==> src/cartridge_bank_mapper_irq_macros.svh <==
// assertion helpers for the bank mapper
`ifndef CARTRIDGE_BANK_MAPPER_IRQ_MACROS_SVH
`define CARTRIDGE_BANK_MAPPER_IRQ_MACROS_SVH

// same-cycle implication, clocked on clk, off during reset
`define CBM_ASSERT_IMPL(label, ante, cons, msg) \
	label: assert property (@(posedge clk) disable iff (!arst_n) (ante) |-> (cons)) \
		else $error(msg);

// next-cycle implication
`define CBM_ASSERT_NEXT(label, ante, cons, msg) \
	label: assert property (@(posedge clk) disable iff (!arst_n) (ante) |=> (cons)) \
		else $error(msg);

`endif

==> src/cbm_pkg.sv <==
`default_nettype none
package cbm_pkg;

	// opcodes
	localparam logic [1:0] OP_WRITE = 2'd0;
	localparam logic [1:0] OP_READ  = 2'd1;
	localparam logic [1:0] OP_TICK  = 2'd2;
	localparam logic [1:0] OP_PPU   = 2'd3;

	// result kinds
	localparam logic [2:0] KIND_NONE = 3'd0;
	localparam logic [2:0] KIND_REG  = 3'd1;
	localparam logic [2:0] KIND_PRG  = 3'd2;
	localparam logic [2:0] KIND_WRAM = 3'd3;
	localparam logic [2:0] KIND_CHR  = 3'd4;
	localparam logic [2:0] KIND_NT   = 3'd5;

	// config register indexes
	localparam logic [1:0] CFG_VARIANT   = 2'd0;
	localparam logic [1:0] CFG_SUBMAPPER = 2'd1;
	localparam logic [1:0] CFG_DIPSWITCH = 2'd2;

	// register groups above 0x8000
	localparam logic [1:0] GRP_OUTER = 2'd0;
	localparam logic [1:0] GRP_MODE  = 2'd1;
	localparam logic [1:0] GRP_IRQ   = 2'd2;
	localparam logic [1:0] GRP_BANK  = 2'd3;

	// CHR modes
	localparam logic [1:0] CHR_2K    = 2'd1;
	localparam logic [1:0] CHR_OUTER = 2'd2;

	// WRAM-enabling submapper
	localparam logic [1:0] SUB_WRAM = 2'd2;

	// nametable arrangements
	localparam logic [1:0] NT_VERT   = 2'd0;
	localparam logic [1:0] NT_HORZ   = 2'd1;
	localparam logic [1:0] NT_SINGLE0 = 2'd2;

	// address pages
	localparam logic [3:0] PAGE_SCRATCH = 4'h5;
	localparam logic [1:0] WIN_WRAM     = 2'b11;

	// PRG masks
	localparam logic [4:0] PRG_MASK_83  = 5'h1F;
	localparam logic [4:0] PRG_MASK_264 = 5'h0F;

	localparam logic [7:0] MODE_RST = 8'h10;
	localparam logic [3:0][7:0] PRG_RST = {8'hFF, 8'hFE, 8'hFD, 8'hFC};
	localparam logic [7:0][7:0] CHR_RST = {8'd7, 8'd6, 8'd5, 8'd4, 8'd3, 8'd2, 8'd1, 8'd0};

	typedef struct packed {
		logic       variant;
		logic [1:0] submapper;
		logic [7:0] dipswitch;
	} cfg_t;

	typedef struct packed {
		logic [1:0]  opcode;
		logic [15:0] addr;
		logic [7:0]  wdata;
	} item_t;

	typedef struct packed {
		logic [7:0]      mode;
		logic [7:0]      outer;
		logic [3:0][7:0] scratch;
		logic [3:0][7:0] prg;
		logic [7:0][7:0] chr;
		logic            irq_en;
		logic [15:0]     irq_cnt;
		logic            irq_raised;
	} map_state_t;

	typedef struct packed {
		logic [2:0] kind;
		logic [7:0] data;
		logic [9:0] bank;
		logic       irq;
	} result_t;

endpackage
`default_nettype wire

==> src/cartridge_bank_mapper_irq.sv <==
// Bank-switching cartridge mapper with a 16-bit CPU-cycle IRQ counter. Each beat
// on the input channel is a CPU write, CPU read, CPU cycle tick or PPU lookup, and
// gives exactly one result beat: the kind of window, a register byte or a bank
// number, and the IRQ line as it stands after the beat. One beat is taken every
// cycle unless a held result is stalled at the output; beats pass an input and a
// result register, with the whole register update and address translation done
// in the single pass between them. The user must write configuration (variant,
// submapper, dipswitch byte) only when no beat is in flight; nothing enforces it.
`default_nettype none
module cartridge_bank_mapper_irq (
	input  wire logic        clk,
	input  wire logic        arst_n,
	input  wire logic        cfg_write_en,
	input  wire logic [1:0]  cfg_index,
	input  wire logic [7:0]  cfg_data,
	input  wire logic        in_valid,
	output logic             in_stall,
	input  wire logic [1:0]  opcode,
	input  wire logic [15:0] bus_address,
	input  wire logic [7:0]  write_value,
	output logic             out_valid,
	input  wire logic        out_stall,
	output logic [2:0]       result_kind,
	output logic [7:0]       read_data,
	output logic [9:0]       bank_number,
	output logic             irq_line
);

	`include "cartridge_bank_mapper_irq_macros.svh"

	cbm_pkg::cfg_t       cfg_q;
	cbm_pkg::item_t      item_s1;
	logic                valid_s1;
	cbm_pkg::result_t    res_s2;
	logic                valid_s2;
	logic                adv;
	cbm_pkg::map_state_t st;
	logic                irq_next;
	logic [2:0]          kind;
	logic [7:0]          data;
	logic [9:0]          bank;

	assign adv      = valid_s1 & (~valid_s2 | ~out_stall);
	assign in_stall = valid_s1 & ~adv;

	always_ff @(posedge clk or negedge arst_n) begin
		if (!arst_n) begin
			cfg_q <= '0;
		end else if (cfg_write_en) begin
			unique case (cfg_index)
				cbm_pkg::CFG_VARIANT:   cfg_q.variant   <= cfg_data[0];
				cbm_pkg::CFG_SUBMAPPER: cfg_q.submapper <= cfg_data[1:0];
				cbm_pkg::CFG_DIPSWITCH: cfg_q.dipswitch <= cfg_data;
				default: ;
			endcase
		end
	end

	always_ff @(posedge clk or negedge arst_n) begin
		if (!arst_n) begin
			valid_s1 <= 1'b0;
			valid_s2 <= 1'b0;
		end else begin
			if (in_valid && !in_stall)
				valid_s1 <= 1'b1;
			else if (adv)
				valid_s1 <= 1'b0;
			if (adv)
				valid_s2 <= 1'b1;
			else if (!out_stall)
				valid_s2 <= 1'b0;
		end
	end

	always_ff @(posedge clk) begin
		if (in_valid && !in_stall)
			item_s1 <= '{opcode: opcode, addr: bus_address, wdata: write_value};
		if (adv)
			res_s2 <= '{kind: kind, data: data, bank: bank, irq: irq_next};
	end

	cbm_state u_state (
		.clk      (clk),
		.arst_n   (arst_n),
		.adv      (adv),
		.item     (item_s1),
		.variant  (cfg_q.variant),
		.st       (st),
		.irq_next (irq_next)
	);

	cbm_translate u_translate (
		.cfg  (cfg_q),
		.st   (st),
		.item (item_s1),
		.kind (kind),
		.data (data),
		.bank (bank)
	);

	assign out_valid   = valid_s2;
	assign result_kind = res_s2.kind;
	assign read_data   = res_s2.data;
	assign bank_number = res_s2.bank;
	assign irq_line    = res_s2.irq;

	`CBM_ASSERT_IMPL(a_stall_held, in_stall, valid_s1, "input stalled with no held beat")
	`CBM_ASSERT_IMPL(a_data_kind, valid_s2 && res_s2.kind != cbm_pkg::KIND_REG, res_s2.data == 8'd0, "read data outside register read")
	`CBM_ASSERT_IMPL(a_bank_none, valid_s2 && res_s2.kind == cbm_pkg::KIND_NONE, res_s2.bank == 10'd0, "bank set on empty result")
	`CBM_ASSERT_NEXT(a_cnt_hold, !adv, $stable(st.irq_cnt), "irq counter moved without a beat")

endmodule
`default_nettype wire

==> src/cbm_state.sv <==
`default_nettype none
module cbm_state (
	input  wire logic               clk,
	input  wire logic               arst_n,
	input  wire logic               adv,
	input  wire cbm_pkg::item_t     item,
	input  wire logic               variant,
	output cbm_pkg::map_state_t     st,
	output logic                    irq_next
);

	cbm_pkg::map_state_t st_q;
	cbm_pkg::map_state_t nxt;
	logic [1:0]  grp;
	logic [15:0] cnt_step;

	assign grp      = variant ? item.addr[11:10] : item.addr[9:8];
	assign cnt_step = st_q.mode[6] ? (st_q.irq_cnt - 16'd1) : (st_q.irq_cnt + 16'd1);

	always_comb begin
		nxt = st_q;
		if (adv) begin
			unique case (item.opcode)
				cbm_pkg::OP_WRITE: begin
					if (item.addr[15:12] == cbm_pkg::PAGE_SCRATCH) begin
						nxt.scratch[item.addr[1:0]] = item.wdata;
					end else if (item.addr[15]) begin
						unique case (grp)
							cbm_pkg::GRP_OUTER: nxt.outer = item.wdata;
							cbm_pkg::GRP_MODE:  nxt.mode  = item.wdata;
							cbm_pkg::GRP_IRQ: begin
								if (item.addr[0]) begin
									nxt.irq_en        = st_q.mode[7];
									nxt.irq_cnt[15:8] = item.wdata;
								end else begin
									nxt.irq_cnt[7:0] = item.wdata;
									nxt.irq_raised   = 1'b0;
								end
							end
							cbm_pkg::GRP_BANK: begin
								if (!item.addr[4])
									nxt.prg[item.addr[1:0]] = item.wdata;
								else if (!item.addr[3])
									nxt.chr[item.addr[2:0]] = item.wdata;
							end
							default: ;
						endcase
					end
				end
				cbm_pkg::OP_TICK: begin
					if (st_q.irq_en && st_q.irq_cnt != 16'd0) begin
						nxt.irq_cnt = cnt_step;
						if (cnt_step == 16'd0) begin
							nxt.irq_raised = 1'b1;
							nxt.irq_en     = 1'b0;
						end
					end
				end
				default: ;
			endcase
		end
	end

	always_ff @(posedge clk or negedge arst_n) begin
		if (!arst_n) begin
			st_q.mode       <= cbm_pkg::MODE_RST;
			st_q.outer      <= '0;
			st_q.scratch    <= '0;
			st_q.prg        <= cbm_pkg::PRG_RST;
			st_q.chr        <= cbm_pkg::CHR_RST;
			st_q.irq_en     <= 1'b0;
			st_q.irq_cnt    <= '0;
			st_q.irq_raised <= 1'b0;
		end else begin
			st_q <= nxt;
		end
	end

	assign st       = st_q;
	assign irq_next = nxt.irq_raised;

endmodule
`default_nettype wire

==> src/cbm_translate.sv <==
`default_nettype none
module cbm_translate (
	input  wire cbm_pkg::cfg_t       cfg,
	input  wire cbm_pkg::map_state_t st,
	input  wire cbm_pkg::item_t      item,
	output logic [2:0]               kind,
	output logic [7:0]               data,
	output logic [9:0]               bank
);

	logic [4:0] m;
	logic [1:0] slot;
	logic [9:0] prg_bank;
	logic [9:0] prg_base;
	logic [9:0] prg_low;
	logic [2:0] cslot;
	logic [2:0] pick;
	logic [1:0] cm;
	logic [9:0] chr_bank;
	logic       nt_page;
	logic       sel;

	assign m     = cfg.variant ? cbm_pkg::PRG_MASK_264 : cbm_pkg::PRG_MASK_83;
	assign slot  = item.addr[14:13];
	assign cslot = item.addr[12:10];
	assign pick  = {item.addr[12], item.addr[12], item.addr[11]};
	assign cm    = cfg.variant ? cbm_pkg::CHR_2K : cfg.submapper;
	assign sel   = cfg.variant ? item.addr[10] : item.addr[8];

	assign prg_base = {1'b0, st.outer, 1'b0} & ~{5'b0, m};
	assign prg_low  = (slot == 2'd3) ? {5'b0, m} : {5'b0, st.prg[slot][4:0] & m};

	always_comb begin
		case (st.mode[4:3])
			2'b00: begin
				if (!slot[1])
					prg_bank = {1'b0, st.outer, slot[0]};
				else
					prg_bank = {1'b0, st.outer | {4'h0, m[4:1]}, slot[0]};
			end
			2'b01:   prg_bank = {1'b0, st.outer[7:1], slot};
			default: prg_bank = prg_base | prg_low;
		endcase
	end

	always_comb begin
		case (cm)
			cbm_pkg::CHR_2K:    chr_bank = {1'b0, st.chr[pick], item.addr[10]};
			cbm_pkg::CHR_OUTER: chr_bank = {st.outer[5:4], st.chr[cslot]};
			default:            chr_bank = {2'b0, st.chr[cslot]};
		endcase
	end

	always_comb begin
		case (st.mode[1:0])
			cbm_pkg::NT_VERT:    nt_page = item.addr[10];
			cbm_pkg::NT_HORZ:    nt_page = item.addr[11];
			cbm_pkg::NT_SINGLE0: nt_page = 1'b0;
			default:             nt_page = 1'b1;
		endcase
	end

	always_comb begin
		kind = cbm_pkg::KIND_NONE;
		data = '0;
		bank = '0;
		unique case (item.opcode)
			cbm_pkg::OP_READ: begin
				if (item.addr[15:12] == cbm_pkg::PAGE_SCRATCH) begin
					kind = cbm_pkg::KIND_REG;
					data = sel ? st.scratch[item.addr[1:0]] : cfg.dipswitch;
				end else if (item.addr[15]) begin
					kind = cbm_pkg::KIND_PRG;
					bank = prg_bank;
				end else if (item.addr[14:13] == cbm_pkg::WIN_WRAM) begin
					if (!cfg.variant && cfg.submapper == cbm_pkg::SUB_WRAM) begin
						kind = cbm_pkg::KIND_WRAM;
					end else if (st.mode[5]) begin
						kind = cbm_pkg::KIND_PRG;
						bank = {2'b0, st.prg[3]};
					end
				end
			end
			cbm_pkg::OP_PPU: begin
				if (!item.addr[13]) begin
					kind = cbm_pkg::KIND_CHR;
					bank = chr_bank;
				end else begin
					kind = cbm_pkg::KIND_NT;
					bank = {9'b0, nt_page};
				end
			end
			default: ;
		endcase
	end

endmodule
`default_nettype wire

==> config.mk <==
export PLATFORM = sky130hd
export DESIGN_NAME = cartridge_bank_mapper_irq
export DESIGN_NICKNAME = d
export VERILOG_FILES = /design/src/cbm_pkg.sv /design/src/cartridge_bank_mapper_irq.sv /design/src/cbm_state.sv /design/src/cbm_translate.sv
export VERILOG_INCLUDE_DIRS = /design/src /design/src/src
export SDC_FILE = /design/constraint.sdc
export NUM_CORES = 1
export LEC_CHECK = 0
export ABC_AREA = 0
export BUFFER_PORTS_ARGS = -buffer_cell sky130_fd_sc_hd__buf_2
export CAP_MARGIN = 20
export CORE_UTILIZATION = 52
export DETAILED_ROUTE_END_ITERATION = 10
export PLACE_DENSITY = 0.7
export RECOVER_POWER = 25
export SYNTH_ARGS = -nofsm -noshare
export SYNTH_HDL_FRONTEND = slang
export SYNTH_SLANG_ARGS = --single-unit
==> constraint.sdc <==
create_clock -name clk -period 4 [get_ports clk]
set_input_delay 0.6 -clock clk [delete_from_list [all_inputs] [get_ports clk]]
set_output_delay 0.6 -clock clk [all_outputs]
set_load 0.02 [all_outputs]
# Word-level counts from Yosys, hierarchy flattened

Index checks and enable logic that the tools add are counted.

Flip-flop bits (word level): 223
Output and inout bits: 24
Logic and storage cells: 167

$add $sub $neg: 2
$lt $le $gt $ge: 7
Equality and inequality tests: 24
Muxes and demuxes: 58
Bitwise gates (word level): 14
Reduce and logical (&&, ||, !) cells: 28

Operators with widths:

| cell                                                | count |
|---|---|
| 2-to-1 mux 114 bit                                  | 2 |
| 2-to-1 mux 64 bit                                   | 2 |
| 2-to-1 mux 96 bit                                   | 1 |
| bitwise mux 32 bit                                  | 2 |
| bitwise mux 64 bit                                  | 1 |
| one-hot mux 10 bit (2 select lines)                 | 3 |
| 2-to-1 mux 8 bit                                    | 7 |
| 2-to-1 mux 10 bit                                   | 5 |
| binary-select mux 8 bit (select 2 bit)              | 3 |
| 2-to-1 mux 18 bit                                   | 2 |
| one-hot mux 18 bit (2 select lines)                 | 1 |
| 2-to-1 mux 32 bit                                   | 1 |
| 2-to-1 mux 9 bit                                    | 3 |
| binary-select mux 8 bit (select 3 bit)              | 1 |
| demux 8 bit (select 3 bit)                          | 1 |
| AND reduction 7 bit                                 | 3 |
| equality test 2 bit (second input constant)         | 9 |
| adder 16 x 1 -> 16 bit (second input constant)      | 1 |
| demux 8 bit (select 2 bit)                          | 1 |
| logical NOT 16 bit                                  | 1 |
| 2-to-1 mux 16 bit                                   | 1 |
| nonzero test 16 bit                                 | 1 |
| subtractor 16 x 1 -> 16 bit (second input constant) | 1 |
| 2-to-1 mux 5 bit                                    | 3 |
| other kinds (30)                                    | 77 |

# Longest topological paths before layout

Gate-level depths: netlist of run 1.

Word-level depth: 12
Depth in mapped cells: 10
Depth with buffers taken out: 10

# By module

From an unflattened synthesis of run 1, not the netlist that was laid out.

Cells, all modules: 837
Area total of the unflattened synthesis: 11136.9 um^2

Modules (own cells, without submodules):

| module                    | times used | cells an instance | area an instance (um^2) |
|---|---|---|---|
| cbm_state                 | 1          | 574               | 7457.2 |
| cartridge_bank_mapper_irq | 1          | 81                | 1961.9 |
| cbm_translate             | 1          | 182               | 1717.9 |

# Least setup slack after synthesis of run 1

No wires, ideal clock.

Path kind: input -> register
Start: input out_stall
End: register u_state.st_q, in the netlist u_state.st[91]
Library setup time: 0.125 ns
Arrival: 2.957 ns
Setup slack: 0.919 ns
Cell stages on the path: 5
Cells stage by stage: a21boi_2 > nand3_1 > or3_1 > nor3b_1 > mux2_2

Longest elaborated chain between the ends: 4

Ends and longest elaborated chain:

| item                          | line                            | source |
|---|---|---|
| start: declaration            | cartridge_bank_mapper_irq.sv:22 | `input wire logic out_stall,` |
| NOT 1 bit                     | cartridge_bank_mapper_irq.sv:43 | `assign adv = valid_s1 & (~valid_s2 \| ~out_stall);` |
| bitwise OR 1 bit              | cartridge_bank_mapper_irq.sv:43 |  |
| bitwise AND 1 bit             | cartridge_bank_mapper_irq.sv:43 |  |
| AND reduction 6 bit (no line) | -                               |  |
| end signal: assignment        | cbm_state.sv:75                 | `st_q <= nxt;` |
| end: declaration              | cbm_state.sv:12                 | `cbm_pkg::map_state_t st_q;` |

Every way passes these cells.
A chain may end at the register's enable or synchronous reset.

# Worst setup path after layout of run 1

Start: register u_state.st_q, in the netlist u_state.st[160]
End: register res_s2, in the netlist irq_line (data pin)

Longest elaborated chain between the ends: 6

Ends and longest elaborated chain:

| item                                | line                            | source |
|---|---|---|
| 2-to-1 mux 16 bit                   | cbm_state.sv:18                 | `assign cnt_step = st_q.mode[6] ? (st_q.irq_cnt - 16'd1) : (st_q.irq_cnt + 16'd1);` |
| logical NOT 16 bit                  | cbm_state.sv:53                 | `if (cnt_step == 16'd0) begin` |
| 2-to-1 mux 1 bit                    | cbm_state.sv:53                 |  |
| 2-to-1 mux 18 bit                   | cbm_state.sv:51                 | `if (st_q.irq_en && st_q.irq_cnt != 16'd0) begin` |
| one-hot mux 18 bit (2 select lines) | cbm_state.sv:23                 | `unique case (item.opcode)` |
| 2-to-1 mux 1 bit                    | cbm_state.sv:22                 | `if (adv) begin` |
| net irq_next                        | cartridge_bank_mapper_irq.sv:38 | `logic irq_next;` |
| end signal: assignment              | cartridge_bank_mapper_irq.sv:79 | `res_s2 <= '{kind: kind, data: data, bank: bank, irq: irq_next};` |
| end: declaration                    | cartridge_bank_mapper_irq.sv:34 | `cbm_pkg::result_t res_s2;` |

The timed path passes the listed nets, and every way through them passes these cells. The select of a mux whose other input is x is not followed.

==> flow_summary.ini, run 1 <==
[outcome]
status = complete, but fails checks
violations = capacitance limit, slew limit

[floorplanning]
ios = 65
fp.dieW_um = 143
core_um2 = 19500
die-area_um2 = 20500
rows = 51
fp.dieH_um = 143
start_util_pct = 53.2

[cts]
clk_pin_slew_ps = 60
cts_resized = 0
cts.htree.levels = 1
cts.sink_count = 210
cts_inserted_buffers = 23
clk_latency_ps = 510
hold_buffers = 0
cts-root-buf = clkbuf_16
cts.path.max_buffers = 3
cts_tree = yes
cts_setup_buffers = 0

[logic_synthesis]
synth_ff_type = dfrtp_1
syn_area_um2 = 10400
synth_edf_count = 45
ys_warn_count = 0
syn-instance-count = 807
syn_area_per_cell_um2 = 12.9
async_flop_share_pct = 78.6
ys_types = 71
ys_seq_area_share_pct = 53.2
syn_nets = 866
synth-seq-cells = 210

[placement]
post-place-ws_ps = 332
port_buffers = 61
placed_cells = 1099
globalplace.congestion = 0.847
place_hpwl_mm = 16.2

[power_and_ir_drop]
p_total_uw = 6430
peakVddDrop_mv = 0.367
powerDensity_nw_per_um2 = 551
leakagePower_uw = 0.00510

[critical_path]
start_kind = flip-flop
reg2regPathDepth = 10
path_depth = 10
cp-end-kind = flip-flop
path_buf_inv = 1
worstPathCellList = inv_1, fa_1, nand2b_2, a21oi_2, o22ai_2, xor2_1, nand4_1, or4_1, nor4b_2, a32o_2
cp_top_family = simple AND/OR/NAND/NOR gates
crit_type = reg2reg
crit_start = u_state.st[160]$_DFFE_PN0P_
cpPeakStageDelay_ps = 770
slowest_stage = dfrtp_1
cp.arrival_ps = 4110
cp.required_ps = 4370
timing.rr.start = u_state.st[160]$_DFFE_PN0P_
cp-endpoint = irq_line$_DFFE_PP_
rrSetupSlack_ps = 260
worstReg2RegEnd = irq_line$_DFFE_PP_
path_max_fanout = 16

[timing]
hold_ws_ps = 260
fin_skew_ps = 13.1
setup_ws_ps = 258
rsz0062_at_grt = false
fin_crit_ps = 3740
drv_slew = 101
setup_violations = 0
finalCritPeriodShare_pct = 93.5
fmax_mhz = 267
worst_slew_pin_slew_ps = 2540
relSlewSlack_pct = -69.2
hold_viol = 0
timing.setup.tns_ps = 0

[final_layout]
fin_cells = 1144
drive_gt1_share_pct = 38.6
fin_nets = 921
area_delta_synth_final_pct = 12.4
seqCellArea_um2 = 5520
num-fill-cells = 1611
multiInputGateArea_um2 = 4580
diodes = 0

[run]
drv_cap = 1

[global_routing]
use_met2_pct = 41.8
grt.busiest_layer = met2
gr-usage-met1_pct = 33.5
grt_overflow = 0
use_met3_pct = 3.13
grt_use_total_pct = 24.9
grt_pass1_wl_mm = 38.9
antenna_found_initial = 0
grt_max_degree = 102
grt_pass1_vias = 7201

[route]
drt_iter0_markers = 401
drcViolationCount = 0
drt_first_pass_iters = 5
vias_per_cell = 6.01
route.vias.total = 6878
postRouteAntennaNets = 0
wl_per_cell_um = 21.2
wl_mm = 24.2

[hold_path]
hp-class = in2reg
## power breakdown
group	switching, µW	leakage (µW)	internal [µW]
clock	848	0.000363	1190
sequential	219	0.00256	2410
combinational	1030	0.00217	737
## worst reg2reg max path: cells and delay by family, from the launching register on
family,cells,cell delay (ps)
simple gates,4,1320
compound gates,3,700
buf+inv,1,170
flops,1,770
fa+ha+maj,1,440
xor+xnor,1,220
## cells by family after synthesis
logic type                 synth area share, %
buffers and inverters                     2.74
AOI/OAI and AO/OA                         8.63
xor gates and xnor gates                 0.844
muxes                                     23.8
DFF                                       53.2
and+or+nand+nor                           8.62
adders and majority gates                 2.24
## through the flow
stage | cell area, µm² | util, %
after global placement | 10900 | 55.9
after CTS | 11600 | 59.6
after floorplan | 10400 | -
after global routing | 11700 | 59.8
after detailed placement | 10900 | 55.9
final | 11700 | 59.8
## cell usage after synthesis, types with 2 or more instances
library cell  count  area, µm²
dfstp_2          32        841
a32oi_1           3       26.3
xnor2_1           5       43.8
mux2i_1           9       90.1
and2_1            5       31.3
nor3b_1           5       37.5
a22oi_1          11       82.6
nand3b_1          6       45.0
nor2b_1           6       37.5
and3_1            4       25.0
nand3_1          12       60.1
a21oi_1          36        180
o21a_1            2       15.0
a221oi_1          2       17.5
clkbuf_8          2       27.5
buf_6             2       22.5
nor4_1            5       31.3
a31oi_1           6       37.5
nor2_1           28        105
buf_1             6       22.5
ha_1             17        213
dfrtp_1         133       3330
nand2_1          65        244
o211ai_1          2       15.0
a21o_1            3       22.5
nor3b_2           2       25.0
mux4_2           32        721
or4_1             3       22.5
nor3_1            8       40.0
xor2_1            5       43.8
a211oi_1          3       22.5
or3_1             2       12.5
nand2b_1          9       56.3
nor4bb_1          2       20.0
edfxtp_1         45       1350
o21ai_0          39        195
inv_1            22       82.6
o22ai_1          13       81.3
mux2_2          147       1660
o31ai_1           5       37.5
clkbuf_1         33        124
## worst min path at each step
stage / cells past startpoint / startpoint / slack, ps / endpoint
4_1_cts: 1 / write_value[2] / 240 / item_s1[2]$_DFFE_PP_
3_5_place_dp: 1 / u_state.st[0]$_DFF_PN0_ / 480 / u_state.st[0]$_DFF_PN0_
5_1_grt: 1 / write_value[2] / 250 / item_s1[2]$_DFFE_PP_
2_1_floorplan: 0 / arst_n / 300 / cfg_q[0]$_DFFE_PN0P_
6_report: 1 / write_value[2] / 260 / item_s1[2]$_DFFE_PP_
3_3_place_gp: 1 / valid_s1$_DFFE_PN0P_ / 450 / out_valid$_DFFE_PN0P_
## state kept, by name, summed over array words and instances (netlist names)
signal / count
item_s1: 23
valid_s1: 1
u_state.st: 152
out_valid: 1
bank_number: 10
cfg_q: 11
result_kind: 3
read_data: 8
irq_line: 1
## cells in the final DEF, fill, tap and decap left out, drive strengths merged, types with 32 or more instances in the layout
cell type and instances:
clkbuf 33, a21oi 37, dfstp 32, dfrtp 133
buf 71, edfxtp 45, o21ai 40, mux4 32
mux2 147, nand2 65
## metal layers
layer	vias to the layer above	part of all wire (%)	routed length, µm
met3	49	4.5	1080
met2	217	49	11800
met1	3490	44	10600
met5	-	0	0
met4	0	3.0	731
li1	3122	-	-
## final cells by class
class / count / area share (%)
clock buffers: 30 / 5.42
clock inverters: 12 / 0.815
inverters: 22 / 0.708
multi-input cells: 531 / 39.2
flip-flops and latches: 210 / 47.3
well taps: 265 / 2.84
repair buffers: 74 / 3.70
(Power assumes the default switching activity.)
==> run 2: changes to the inputs <==
--- a/config.mk
+++ b/config.mk
@@ -7,7 +7,7 @@
 export NUM_CORES = 1
 export LEC_CHECK = 0
 export ABC_AREA = 0
-export BUFFER_PORTS_ARGS = -buffer_cell sky130_fd_sc_hd__buf_2
+export BUFFER_PORTS_ARGS = -buffer_cell sky130_fd_sc_hd__buf_4
 export CAP_MARGIN = 20
 export CORE_UTILIZATION = 52
 export DETAILED_ROUTE_END_ITERATION = 10
==> flow_summary.ini, run 2 (synthesis gave the netlist of run 1 again) <==
[outcome]
status = complete, no violations

[route]
drt_first_pass_iters = 5
wl_mm = 24.2
vias_per_cell = 6.05
drcViolationCount = 0
drt_iter0_markers = 442
wl_per_cell_um = 21.1
postRouteAntennaNets = 0
route.vias.total = 6941

[cts]
cts.path.max_buffers = 3
cts.htree.levels = 1
cts-root-buf = clkbuf_16
cts_resized = 0
cts_inserted_buffers = 24
cts_setup_buffers = 0
cts_tree = yes
cts.sink_count = 210
hold_buffers = 0
clk_latency_ps = 510
clk_pin_slew_ps = 60

[power_and_ir_drop]
leakagePower_uw = 0.00514
powerDensity_nw_per_um2 = 548
peakVddDrop_mv = 0.359
p_total_uw = 6490

[floorplanning]
start_util_pct = 53.2
rows = 51
die-area_um2 = 20500
fp.dieW_um = 143
core_um2 = 19500
ios = 65
fp.dieH_um = 143

[placement]
port_buffers = 61
placed_cells = 1100
post-place-ws_ps = 394
globalplace.congestion = 0.900
place_hpwl_mm = 16.2

[global_routing]
grt_pass1_vias = 7281
grt_max_degree = 127
grt_overflow = 0
grt_pass1_wl_mm = 39.2
grt_use_total_pct = 25.1
antenna_found_initial = 0

[final_layout]
drive_gt1_share_pct = 37.6
area_delta_synth_final_pct = 14.1
layout_commonest_cell = mux2_2
diodes = 0
largest_reg_flops = 152
fin_cells = 1148
layout_common_cells = 147 x mux2_2, 133 x dfrtp_1, 65 x nand2_1, 45 x edfxtp_1, 45 x buf_4
fin_nets = 924

[hold_path]
hp-class = in2reg
min_path_cells = 1
hold_start = write_value[3]
hold_end = item_s1[3]$_DFFE_PP_

[critical_path]
rrSetupSlack_ps = 350
timing.rr.start = u_state.st[160]$_DFFE_PN0P_
cp-end-kind = flip-flop
start_kind = flip-flop
reg2regPathDepth = 10
path_max_fanout = 16
cp.arrival_ps = 4030
cp.required_ps = 4380
worstReg2RegEnd = irq_line$_DFFE_PP_
crit_type = reg2reg

[timing]
fin_skew_ps = 12.9
fin_crit_ps = 3650
fmax_mhz = 274
drv_slew = 0
setup_ws_ps = 346
setup_violations = 0
finalCritPeriodShare_pct = 91.4
worst_slew_pin_slew_ps = 1380
relSlewSlack_pct = 8.08
rsz0062_at_grt = false
timing.setup.tns_ps = 0
hold_viol = 0
hold_ws_ps = 288

[run]
drv_cap = 0
[run 2: worst max path at each step]
stage | slack (ps) | start | depth (start not counted) | end
after global routing | 70 | u_state.st[160]$_DFFE_PN0P_ | 10 | irq_line$_DFFE_PP_
after detailed placement | 390 | u_state.st[160]$_DFFE_PN0P_ | 10 | irq_line$_DFFE_PP_
final | 350 | u_state.st[160]$_DFFE_PN0P_ | 10 | irq_line$_DFFE_PP_
after global placement | 480 | u_state.st[160]$_DFFE_PN0P_ | 10 | irq_line$_DFFE_PP_
after floorplan | 920 | out_stall | 5 | u_state.st[91]$_DFFE_PN0P_
after CTS | 360 | u_state.st[160]$_DFFE_PN0P_ | 10 | irq_line$_DFFE_PP_
[run 2: power breakdown]
part / internal [µW] / total, µW / switching (µW)
Combinational: 751 / 1760 / 1010
Clock: 1250 / 2090 / 844
Sequential: 2410 / 2640 / 224
[run 2: routing by layer]
layer	GRT usage (%)	up-vias	part of all wire, %
met5	0	-	0
met4	8.90	0	2.7
met3	3.67	51	4.7
met2	42.4	192	49
met1	33.2	3560	44
li1	-	3138	-
[run 2: through the flow]
step / utilization (%) / area [µm²]
6_report: 60.6 / 11800
5_1_grt: 60.6 / 11800
3_3_place_gp: 56.6 / 11000
2_1_floorplan: - / 10400
4_1_cts: 60.5 / 11800
3_5_place_dp: 56.6 / 11100
[run 2: worst max-delay path, cell delays in order (launching register included)]
cell	delay, ps
dfrtp_1	730
inv_1	160
fa_1	430
nand2b_2	240
a21oi_2	310
inv_1	120
a211oi_1	260
nand4_1	150
or4_1	560
nor4b_2	340
a32o_2	230
[run 2: layout make-up]
type	instances	area, µm²
fillers	1589	7690
flip-flops and latches	210	5520
multi-input cells	531	4580
clock buffers	40	733
repair buffers	76	572
well taps	265	332
inverters	22	82.6
clock inverters	4	23.8
